--- src/rtl/core/dtr_pkg.sv ---
// Package for the divider/timer block with delayed reload.
// Holds request and register codes, packing widths and the tap table.
// No dependencies.
package dtr_pkg;

   // request kinds
   localparam logic [1:0] REQ_TICK  = 2'd0;
   localparam logic [1:0] REQ_WRITE = 2'd1;
   localparam logic [1:0] REQ_READ  = 2'd2;

   // register selects
   localparam logic [1:0] SEL_DIVIDER = 2'd0;
   localparam logic [1:0] SEL_COUNTER = 2'd1;
   localparam logic [1:0] SEL_MODULO  = 2'd2;
   localparam logic [1:0] SEL_CONTROL = 2'd3;

   localparam int DIV_W   = 16;
   localparam int BYTE_W  = 8;
   localparam int TAP_W   = 4;
   localparam int COUNT_W = 4;

   // reload countdown: starts at 8, reload happens once it drops to 4 or less
   localparam logic [COUNT_W-1:0] RELOAD_START = 4'd8;
   localparam logic [COUNT_W-1:0] RELOAD_LAST  = 4'd4;

   // control byte layout
   localparam int CTRL_ENABLE_BIT = 2;

   // stream packing
   localparam int REQ_TDATA_W = 8;
   localparam int REQ_TUSER_W = 4;
   localparam int RSP_TDATA_W = 16;

   // divider bit watched for each clock select code
   function automatic logic [TAP_W-1:0] tap_of(input logic [1:0] clk_sel);
      logic [TAP_W-1:0] tap;
      case (clk_sel)
         2'd0:    tap = 4'd9;
         2'd1:    tap = 4'd3;
         2'd2:    tap = 4'd5;
         default: tap = 4'd7;
      endcase
      return tap;
   endfunction

endpackage

--- src/rtl/core/divider_timer_with_reload_delay.sv ---
// Divider/timer with delayed counter reload and interrupt flag; depends on dtr_pkg.
// The result of an item is presented in the cycle after it is accepted.
// Throughput: one item per cycle; the state update and the result are formed
// in the acceptance cycle and the result sits in one output register.
// req_tready drops only while that output register is full and not taken.
// Synchronous active-high reset clears all state but the output data and irq registers, and empties the output.
module divider_timer_with_reload_delay (
   input  logic        clock,
   input  logic        reset,
   input  logic        req_tvalid,
   output logic        req_tready,
   input  logic [7:0]  req_tdata,   // [7:0] write_data
   input  logic [3:0]  req_tuser,   // [1:0] req_type, [3:2] reg_sel
   output logic        rsp_tvalid,
   input  logic        rsp_tready,
   output logic [15:0] rsp_tdata    // [7:0] read_data, [8] irq, [15:9] zero
);

   logic [dtr_pkg::DIV_W-1:0]   divider_ff,   divider_in;
   logic [dtr_pkg::BYTE_W-1:0]  counter_ff,   counter_in;
   logic [dtr_pkg::BYTE_W-1:0]  modulo_ff,    modulo_in;
   logic [dtr_pkg::BYTE_W-1:0]  control_ff,   control_in;
   logic [dtr_pkg::TAP_W-1:0]   tap_ff,       tap_in;
   logic                        enabled_ff,   enabled_in;
   logic [dtr_pkg::COUNT_W-1:0] countdown_ff, countdown_in;

   logic                        out_valid_ff;
   logic [dtr_pkg::BYTE_W-1:0]  out_data_ff,  out_data_in;
   logic                        out_irq_ff,   out_irq_in;

   logic [1:0]                  req_kind;
   logic [1:0]                  reg_sel;
   logic [dtr_pkg::BYTE_W-1:0]  wdata;
   logic                        accept;

   logic [dtr_pkg::TAP_W-1:0]   new_tap;
   logic                        new_en;
   logic                        old_in;
   logic                        new_in;

   assign req_kind = req_tuser[1:0];
   assign reg_sel  = req_tuser[3:2];
   assign wdata    = req_tdata;

   assign req_tready = !out_valid_ff || rsp_tready;
   assign accept     = req_tvalid && req_tready;

   assign rsp_tvalid = out_valid_ff;
   assign rsp_tdata  = {7'd0, out_irq_ff, out_data_ff};

   assign new_tap = dtr_pkg::tap_of(wdata[1:0]);
   assign new_en  = wdata[dtr_pkg::CTRL_ENABLE_BIT];
   assign old_in  = enabled_ff && divider_ff[tap_ff];
   assign new_in  = new_en && divider_ff[new_tap];

   always_comb begin
      divider_in   = divider_ff;
      counter_in   = counter_ff;
      modulo_in    = modulo_ff;
      control_in   = control_ff;
      tap_in       = tap_ff;
      enabled_in   = enabled_ff;
      countdown_in = countdown_ff;
      out_data_in  = '0;
      out_irq_in   = 1'b0;

      case (req_kind)
         dtr_pkg::REQ_TICK: begin
            if (countdown_ff != '0) begin
               countdown_in = countdown_ff - 1'b1;
               if (countdown_in <= dtr_pkg::RELOAD_LAST) begin
                  counter_in = modulo_ff;
                  out_irq_in = 1'b1;
               end
            end
            divider_in = divider_ff + 1'b1;
            // while enabled, a falling edge of the watched divider bit steps the counter
            if (enabled_ff && divider_ff[tap_ff] && !divider_in[tap_ff]) begin
               counter_in = counter_in + 1'b1;
               if (counter_in == '0)
                  countdown_in = dtr_pkg::RELOAD_START;
            end
         end
         dtr_pkg::REQ_WRITE: begin
            case (reg_sel)
               dtr_pkg::SEL_DIVIDER: begin
                  divider_in = '0;
                  if (enabled_ff && divider_ff[tap_ff]) begin
                     counter_in = counter_ff + 1'b1;
                     if (counter_in == '0)
                        countdown_in = dtr_pkg::RELOAD_START;
                  end
               end
               dtr_pkg::SEL_COUNTER: begin
                  // cancel window clears the pending reload; reload window drops the write
                  if (countdown_ff > dtr_pkg::RELOAD_LAST)
                     countdown_in = '0;
                  if (countdown_in == '0)
                     counter_in = wdata;
               end
               dtr_pkg::SEL_MODULO: begin
                  modulo_in = wdata;
               end
               default: begin
                  // mux glitch: overflow here reloads and interrupts at once
                  if (old_in && !new_in) begin
                     counter_in = counter_ff + 1'b1;
                     if (counter_in == '0) begin
                        counter_in = modulo_ff;
                        out_irq_in = 1'b1;
                     end
                  end
                  control_in = wdata;
                  enabled_in = new_en;
                  tap_in     = new_tap;
               end
            endcase
         end
         dtr_pkg::REQ_READ: begin
            case (reg_sel)
               dtr_pkg::SEL_DIVIDER: out_data_in = divider_ff[dtr_pkg::DIV_W-1 -: dtr_pkg::BYTE_W];
               dtr_pkg::SEL_COUNTER: out_data_in = counter_ff;
               dtr_pkg::SEL_MODULO:  out_data_in = modulo_ff;
               default:              out_data_in = control_ff;
            endcase
         end
         default: begin
         end
      endcase
   end

   always_ff @(posedge clock) begin
      if (reset) begin
         divider_ff   <= '0;
         counter_ff   <= '0;
         modulo_ff    <= '0;
         control_ff   <= '0;
         tap_ff       <= '0;
         enabled_ff   <= 1'b0;
         countdown_ff <= '0;
         out_valid_ff <= 1'b0;
      end else begin
         if (accept) begin
            divider_ff   <= divider_in;
            counter_ff   <= counter_in;
            modulo_ff    <= modulo_in;
            control_ff   <= control_in;
            tap_ff       <= tap_in;
            enabled_ff   <= enabled_in;
            countdown_ff <= countdown_in;
            out_valid_ff <= 1'b1;
         end else if (rsp_tready) begin
            out_valid_ff <= 1'b0;
         end
      end
   end

   always_ff @(posedge clock) begin
      if (accept) begin
         out_data_ff <= out_data_in;
         out_irq_ff  <= out_irq_in;
      end
   end

   a_countdown_range: assert property (@(posedge clock) disable iff (reset)
      countdown_ff <= dtr_pkg::RELOAD_START)
      else $error("reload countdown above start value");

   // the reloaded counter may still step on the same tick, so only the flag is checked
   a_reload_irq: assert property (@(posedge clock) disable iff (reset)
      accept && req_kind == dtr_pkg::REQ_TICK && countdown_ff != '0
         && countdown_ff <= (dtr_pkg::RELOAD_LAST + 1'b1)
      |=> rsp_tvalid && rsp_tdata[8])
      else $error("tick in reload window did not reload and interrupt");

   a_counter_write_blocked: assert property (@(posedge clock) disable iff (reset)
      accept && req_kind == dtr_pkg::REQ_WRITE && reg_sel == dtr_pkg::SEL_COUNTER
         && countdown_ff != '0 && countdown_ff <= dtr_pkg::RELOAD_LAST
      |=> $stable(counter_ff))
      else $error("counter write in reload window took effect");

   a_nonread_zero: assert property (@(posedge clock) disable iff (reset)
      accept && req_kind != dtr_pkg::REQ_READ |=> rsp_tdata[7:0] == '0)
      else $error("read data nonzero for a non-read item");

endmodule
--- config.mk ---
export PLATFORM = sky130hd
export DESIGN_NAME = divider_timer_with_reload_delay
export DESIGN_NICKNAME = d
export VERILOG_FILES = /design/src/rtl/core/dtr_pkg.sv /design/src/rtl/core/divider_timer_with_reload_delay.sv
export SDC_FILE = /design/constraint.sdc
export NUM_CORES = 1
export LEC_CHECK = 0
export BUFFER_PORTS_ARGS = -buffer_cell sky130_fd_sc_hd__buf_2
export CORE_ASPECT_RATIO = 0.6
export CORE_MARGIN = 5
export CORE_UTILIZATION = 30
export CTS_BUF_LIST = sky130_fd_sc_hd__clkbuf_8
export DETAILED_ROUTE_END_ITERATION = 8
export HOLD_SLACK_MARGIN = 0.02
export PLACE_DENSITY = 0.56
export SKIP_CTS_REPAIR_TIMING = 1
export SLEW_MARGIN = 20
export SYNTH_ARGS = -nofsm -noshare
export SYNTH_HDL_FRONTEND = slang
export SYNTH_SLANG_ARGS = --single-unit
--- constraint.sdc ---
create_clock -name clock -period 3.9 [get_ports clock]
set_input_delay 0.39 -clock clock [delete_from_list [all_inputs] [get_ports clock]]
set_output_delay 0.39 -clock clock [all_outputs]
set_load 0.005 [all_outputs]
## Yosys cells after proc, flatten, opt, wreduce, memory -nomap -nowiden

Cells that the tools add are included.

- Output and inout bits: 18
- Register bits after elaboration: 59
- Word-level logic and storage cells: 94
- Bits of input ports: 16
- Bits in latches: 0
- Memories: 0
- Memory bits (read-only): 0
- RAM bits: 0

- $lt $le $gt $ge: 4
- Bitwise operators: 1
- Reduce and logical (&&, ||, !) cells: 24
- Shift operators: 0
- Multiplexer cells: 38
- Multipliers: 0
- Divide/modulo/power cells: 0
- Add/sub/neg operators: 4
- Eq/ne operators: 13

Operators with widths:

| operator | count |
|---|---|
| $mux 8 | 8 |
| $pmux 8 s3 | 2 |
| $mux 4 | 8 |
| $pmux 16 s2 | 1 |
| $add 16x1->16 const B | 1 |
| $add 8x1->8 const B | 2 |
| $logic_not 8->1 | 2 |
| $mux 16 | 1 |
| $pmux 4 s2 | 2 |
| $pmux 8 s2 | 1 |
| $bmux 1 s4 | 3 |
| $ne 3x3->1 const B | 4 |
| $pmux 4 s3 | 1 |
| $lt 4x5->1 const B | 2 |
| $mux 1 | 10 |
| $reduce_and 3->1 | 3 |
| $eq 2x1->1 const B | 3 |
| $eq 2x2->1 const B | 3 |
| $logic_not 2->1 | 3 |
| $reduce_and 6->1 | 1 |
| $logic_and 1x1->1 | 5 |
| $reduce_and 5->1 | 1 |
| $gt 4x3->1 const B | 1 |
| $le 4x3->1 const B | 1 |
| 11 further kinds | 15 |

## Logic depth before layout (Yosys ltp)

- Word-level depth: 10
- Mapped depth: 17
- Depth with buffers taken out: 15

## Least setup slack after synthesis

Ideal clock, no wire load.

- Kind: register to register
- Start point: register countdown_ff[0] (netlist bit)
- End point: register countdown_ff[1] (netlist bit)
- Data arrival time: 3.230 ns
- Period minus slack after synthesis: 3.344 ns
- Required time: 3.786 ns
- Buffers on the path: 2
- Path slack: 0.556 ns
- Setup time: 0.114 ns
- Stages on the path, launching flop included: 14
- Path through: dfxtp_1 > or3_1 > a211oi_1 > clkbuf_1 > mux2_2 > ha_1 > clkbuf_1 > nor4_1 > a32oi_1 > nor3_1 > a31oi_1 > nor4b_2 > o31ai_2 > a21o_1

- Cells in the longest elaborated chain, start to end: 10
- Elaborated cells between the ends (all ways): 17
- Classes of those cells: add/sub: 2; order compare: 2; mux: 11; reduce/logical: 2

RTL lines:

| element | RTL line | source |
|---|---|---|
| start, declared | divider_timer_with_reload_delay.sv:25 | `logic [dtr_pkg::COUNT_W-1:0] countdown_ff, countdown_in;` |
| start signal, assigned | divider_timer_with_reload_delay.sv:150 | `countdown_ff <= countdown_in;` |
| $sub 4x1->4 | divider_timer_with_reload_delay.sv:70 | `countdown_in = countdown_ff - 1'b1;` |
| $le 4x3->1 | divider_timer_with_reload_delay.sv:71 | `if (countdown_in <= dtr_pkg::RELOAD_LAST) begin` |
| $mux 8 | divider_timer_with_reload_delay.sv:71 |  |
| $mux 8 | divider_timer_with_reload_delay.sv:69 | `if (countdown_ff != '0) begin` |
| $mux 8 | divider_timer_with_reload_delay.sv:67 | `case (req_kind)` |
| $add 8x1->8 | divider_timer_with_reload_delay.sv:79 | `counter_in = counter_in + 1'b1;` |
| $logic_not 8->1 | divider_timer_with_reload_delay.sv:80 | `if (counter_in == '0)` |
| $mux 4 | divider_timer_with_reload_delay.sv:80 |  |
| $mux 4 | divider_timer_with_reload_delay.sv:78 | `if (enabled_ff && divider_ff[tap_ff] && !divider_in[tap_ff]) begin` |
| $pmux 4 s2 (*) | divider_timer_with_reload_delay.sv:67 |  |

Mark *: on every way between the ends. The rest lies on a longest branch, timed or not. The select of a mux whose other input is x is not followed.
A chain may end at the register's enable or synchronous reset.

## Final worst setup path

Same ends and word-level chain as after synthesis.

==> impl_metrics.yaml <==
synth:
  postSynthAreaPerCell_sq_um: 8.28
  synth_ff_type: "dfxtp_1"
  synth-edff-count: 9
  syn_inst: 532
  yosysWarnings: 0
  synth.largest_area_cell: "dfxtp_1"
  syn-cell-area_sq_mm: 0.00440
  synth_seq_area_share_pct: 28.4
  async_flop_share_pct: 0
  ys_ff_latch: 58
  ys_types: 75
  ys_top_cells_by_area: "dfxtp_1 (22%), edfxtp_1 (6.1%), mux4_2 (5.6%)"
  synth_top_area_share_pct: 22.3
die:
  fp.dieH_um: 104
  dieArea_sq_mm: 0.0173
  coreArea_sq_mm: 0.0144
  std_cell_rows: 34
  ios: 34
  fp.dieW_um: 166
  initial_utilization_pct: 30.5
global_routing:
  gr-max-usage-layer: "met1"
  grt_use_met1_pct: 27.3
  globalRouteOverflowTotal: 0
  grt_pass1_wl_um: 22700
  grt_max_degree: 39
  track_usage_pct: 16.4
  grt_use_met2_pct: 19.9
  grtUsageMet3_pct: 4.44
  grt_pass1_vias: 3897
  antenna_found_initial: 0
timing:
  setup_slack_ns: 0.368
  tightest_slew_ns: 0.950
  grt_setup_unrepaired: "no"
  setup_viol: 0
  period_needed_ns: 3.53
  fin_setup_tns_ns: 0
  hold_viol_final: 0
  fmax_mhz: 283
  maxSlewHeadroom_pct: 36.5
  period_share_pct: 90.6
  fin_skew_ns: 0.0125
  holdWs_ns: 0.274
  slew_violations: 0
pwr:
  clkPwrFrac_pct: 42.2
  power.internal_mw: 1.00
  power_density_mw_per_mm2: 283
  worst_ir_drop_vdd_mv: 0.128
  combPwrFrac_pct: 11.6
  power_leakage_nw: 1.60
  p_seq_share_pct: 46.2
  netSwitchingPower_uw: 372
  total_power_mw: 1.37
  switching_share_pct: 27.1
route:
  ant_nets: 0
  drc: 0
  drt-initial-drc-count: 553
  drt_pre_antenna_iters: 5
  vias_per_cell: 5.79
  wirelength_um: 13900
  vias: 4281
  wl_per_cell_um: 18.8
min_path:
  hp-class: "input pin to flip-flop"
  holdPathStages: 3
placement:
  gp_congestion: 0.912
  place_area_sq_mm: 0.00464
  post-dp-hpwl_um: 10500
  dp_slack_ns: 0.436
  portBuffers: 26
setup_path:
  r2r.worst_path.cells: 15
  path_class: "flip-flop to flip-flop"
  r2r_slack_ns: 0.37
  end_kind: "flip-flop"
  cp_max_fo: 20
  crit_path_frequent_cell: "ha_1"
  required_ns: 4.15
  critPathMaxStageDelay_ns: 0.60
  arrival_ns: 3.78
  path_cells: "inv_1 > ha_1 > nand2b_1 > a21oi_1 > a211oi_2 > buf_4 > o21ai_0 > ha_1 > nor4_1 > a32oi_1 > nor3_1 > a31oi_1 > nor4b_2 > o31ai_2 > a21o_1"
  critPathLaunchType: "flip-flop"
  cp_slowest_cell: "nor4b_2"
cts:
  clockBufferDepth: 2
  cts_sinks: 58
  cts_root_buf: "clkbuf_8"
  cts_max_level: 3
  cts_made_buffers: 9
  cts_tree: "yes"
  clk_pin_slew_worst_paths_ns: 0.07
  clk_latency_ns: 0.36
run_status:
  outcome: "finished clean"
job:
  drv_cap: 0
final_layout:
  nets: 559
  diodes: 0
  num-fill-cells: 1526
  layout-drive-gt1-share_pct: 16.4
  final_cell_area_sq_mm: 0.00484
  area_growth_pct: 9.97
[final timing paths]
| kind | to | startpoint |
|---|---|---|
| setup / recovery | countdown_ff[1]$_SDFFE_PP0P_ | countdown_ff[0]$_SDFFE_PP0P_ |
| setup reg to reg | countdown_ff[1]$_SDFFE_PP0P_ | countdown_ff[0]$_SDFFE_PP0P_ |
| hold reg to reg | control_ff[6]$_SDFFE_PP0P_ | control_ff[6]$_SDFFE_PP0P_ |
| hold / removal | rsp_tvalid$_SDFFE_PP0P_ | req_tvalid |
[logic make-up (layout without fill, tap and decap cells)]
| family | Yosys count | count (layout) | share of synthesized area [%] |
|---|---|---|---|
| AO/OA/AOI/OAI | 140 | 140 | 21.6 |
| XOR/XNOR | 15 | 15 | 2.98 |
| adder cells (fa/ha/maj) | 6 | 6 | 1.70 |
| buffers and inverters | 64 | 68 | 6.73 |
| flip-flops | 58 | 58 | 28.4 |
| multiplexers | 41 | 41 | 13.7 |
| other | 1 | 7 | 0.0851 |
| AND/OR/NAND/NOR | 207 | 207 | 24.8 |
[stage by stage]
stage | instances | utilization [%]
2_1_floorplan | 538 | -
3_3_place_gp | 724 | 32.2
3_5_place_dp | 724 | 32.2
4_1_cts | 740 | 33.6
5_1_grt | 740 | 33.6
6_report | 740 | 33.6
[area by class of cell]
class	count	area (sq um)	share of cell area (%)
clock buffer	11	151	3.13
inverter	17	63.8	1.32
clock inverter	5	47.5	0.982
multi-input combinational	416	2880	59.5
timing repair buffer	35	198	4.08
sequential	58	1250	25.8
tap	198	248	5.11
[layer usage]
metal | routed length (um) | part of all wire [%] | vias up
met5 | 0 | 0 | -
met4 | 127 | 0.91 | 0
met3 | 1610 | 12 | 15
met2 | 5070 | 36 | 242
met1 | 7090 | 51 | 2043
li1 | - | - | 1981
[placed cells by master (no fill, tap or decap), types with 12 or more instances in the layout]
cell	count
nand2_1	58
dfxtp_1	49
a21oi_1	45
nor2_1	39
o21ai_0	29
buf_2	26
nand3_1	21
mux2i_1	21
inv_1	17
nand4_1	12
[critical path, delay by kind of cell, from the launching register on]
| family | cells | cell delay, ns |
|---|---|---|
| flip-flops | 1 | 0.38 |
| AND/OR/NAND/NOR | 4 | 1.06 |
| AO/OA/AOI/OAI | 7 | 1.03 |
| adder cells (fa/ha/maj) | 2 | 0.56 |
| buffers and inverters | 2 | 0.39 |
[cells in the mapped netlist (4+ instances only)]
master    instances
a211o_1           4
a211oi_1          4
a21o_1            4
a21oi_1          45
a31oi_1           7
and2_1            5
and3_1            5
buf_1             5
buf_2             8
buf_4             8
clkbuf_1         23
dfxtp_1          49
edfxtp_1          9
ha_1              6
inv_1            15
mux2_2            6
mux2i_1          21
mux4_2           11
nand2_1          58
nand2b_1         10
nand3_1          21
nand4_1          12
nor2_1           39
nor2b_1          10
nor3_1            9
nor4_1            7
o211ai_1          5
o21ai_0          29
o22ai_1           5
o31ai_1           7
or4_1             8
xnor2_1          10
xor2_1            5
[state kept, by name, indices dropped and copies added, names as in the netlist]
register      cells
modulo_ff         8
control_ff        8
out_data_ff       8
counter_ff        8
out_irq_ff        1
countdown_ff      4
rsp_tvalid        1
tap_ff            4
divider_ff       16
[power groups by stage]
stage	clock network, mW	logic [mW]	registers (mW)
after global placement	0	0.153	0.647
after CTS	0.593	0.156	0.634
after floorplan	0	0.114	0.640
final	0.579	0.159	0.635
after global routing	0.621	0.174	0.636
after detailed placement	0	0.156	0.647
No activity file was read; power rests on OpenSTA's default activity.
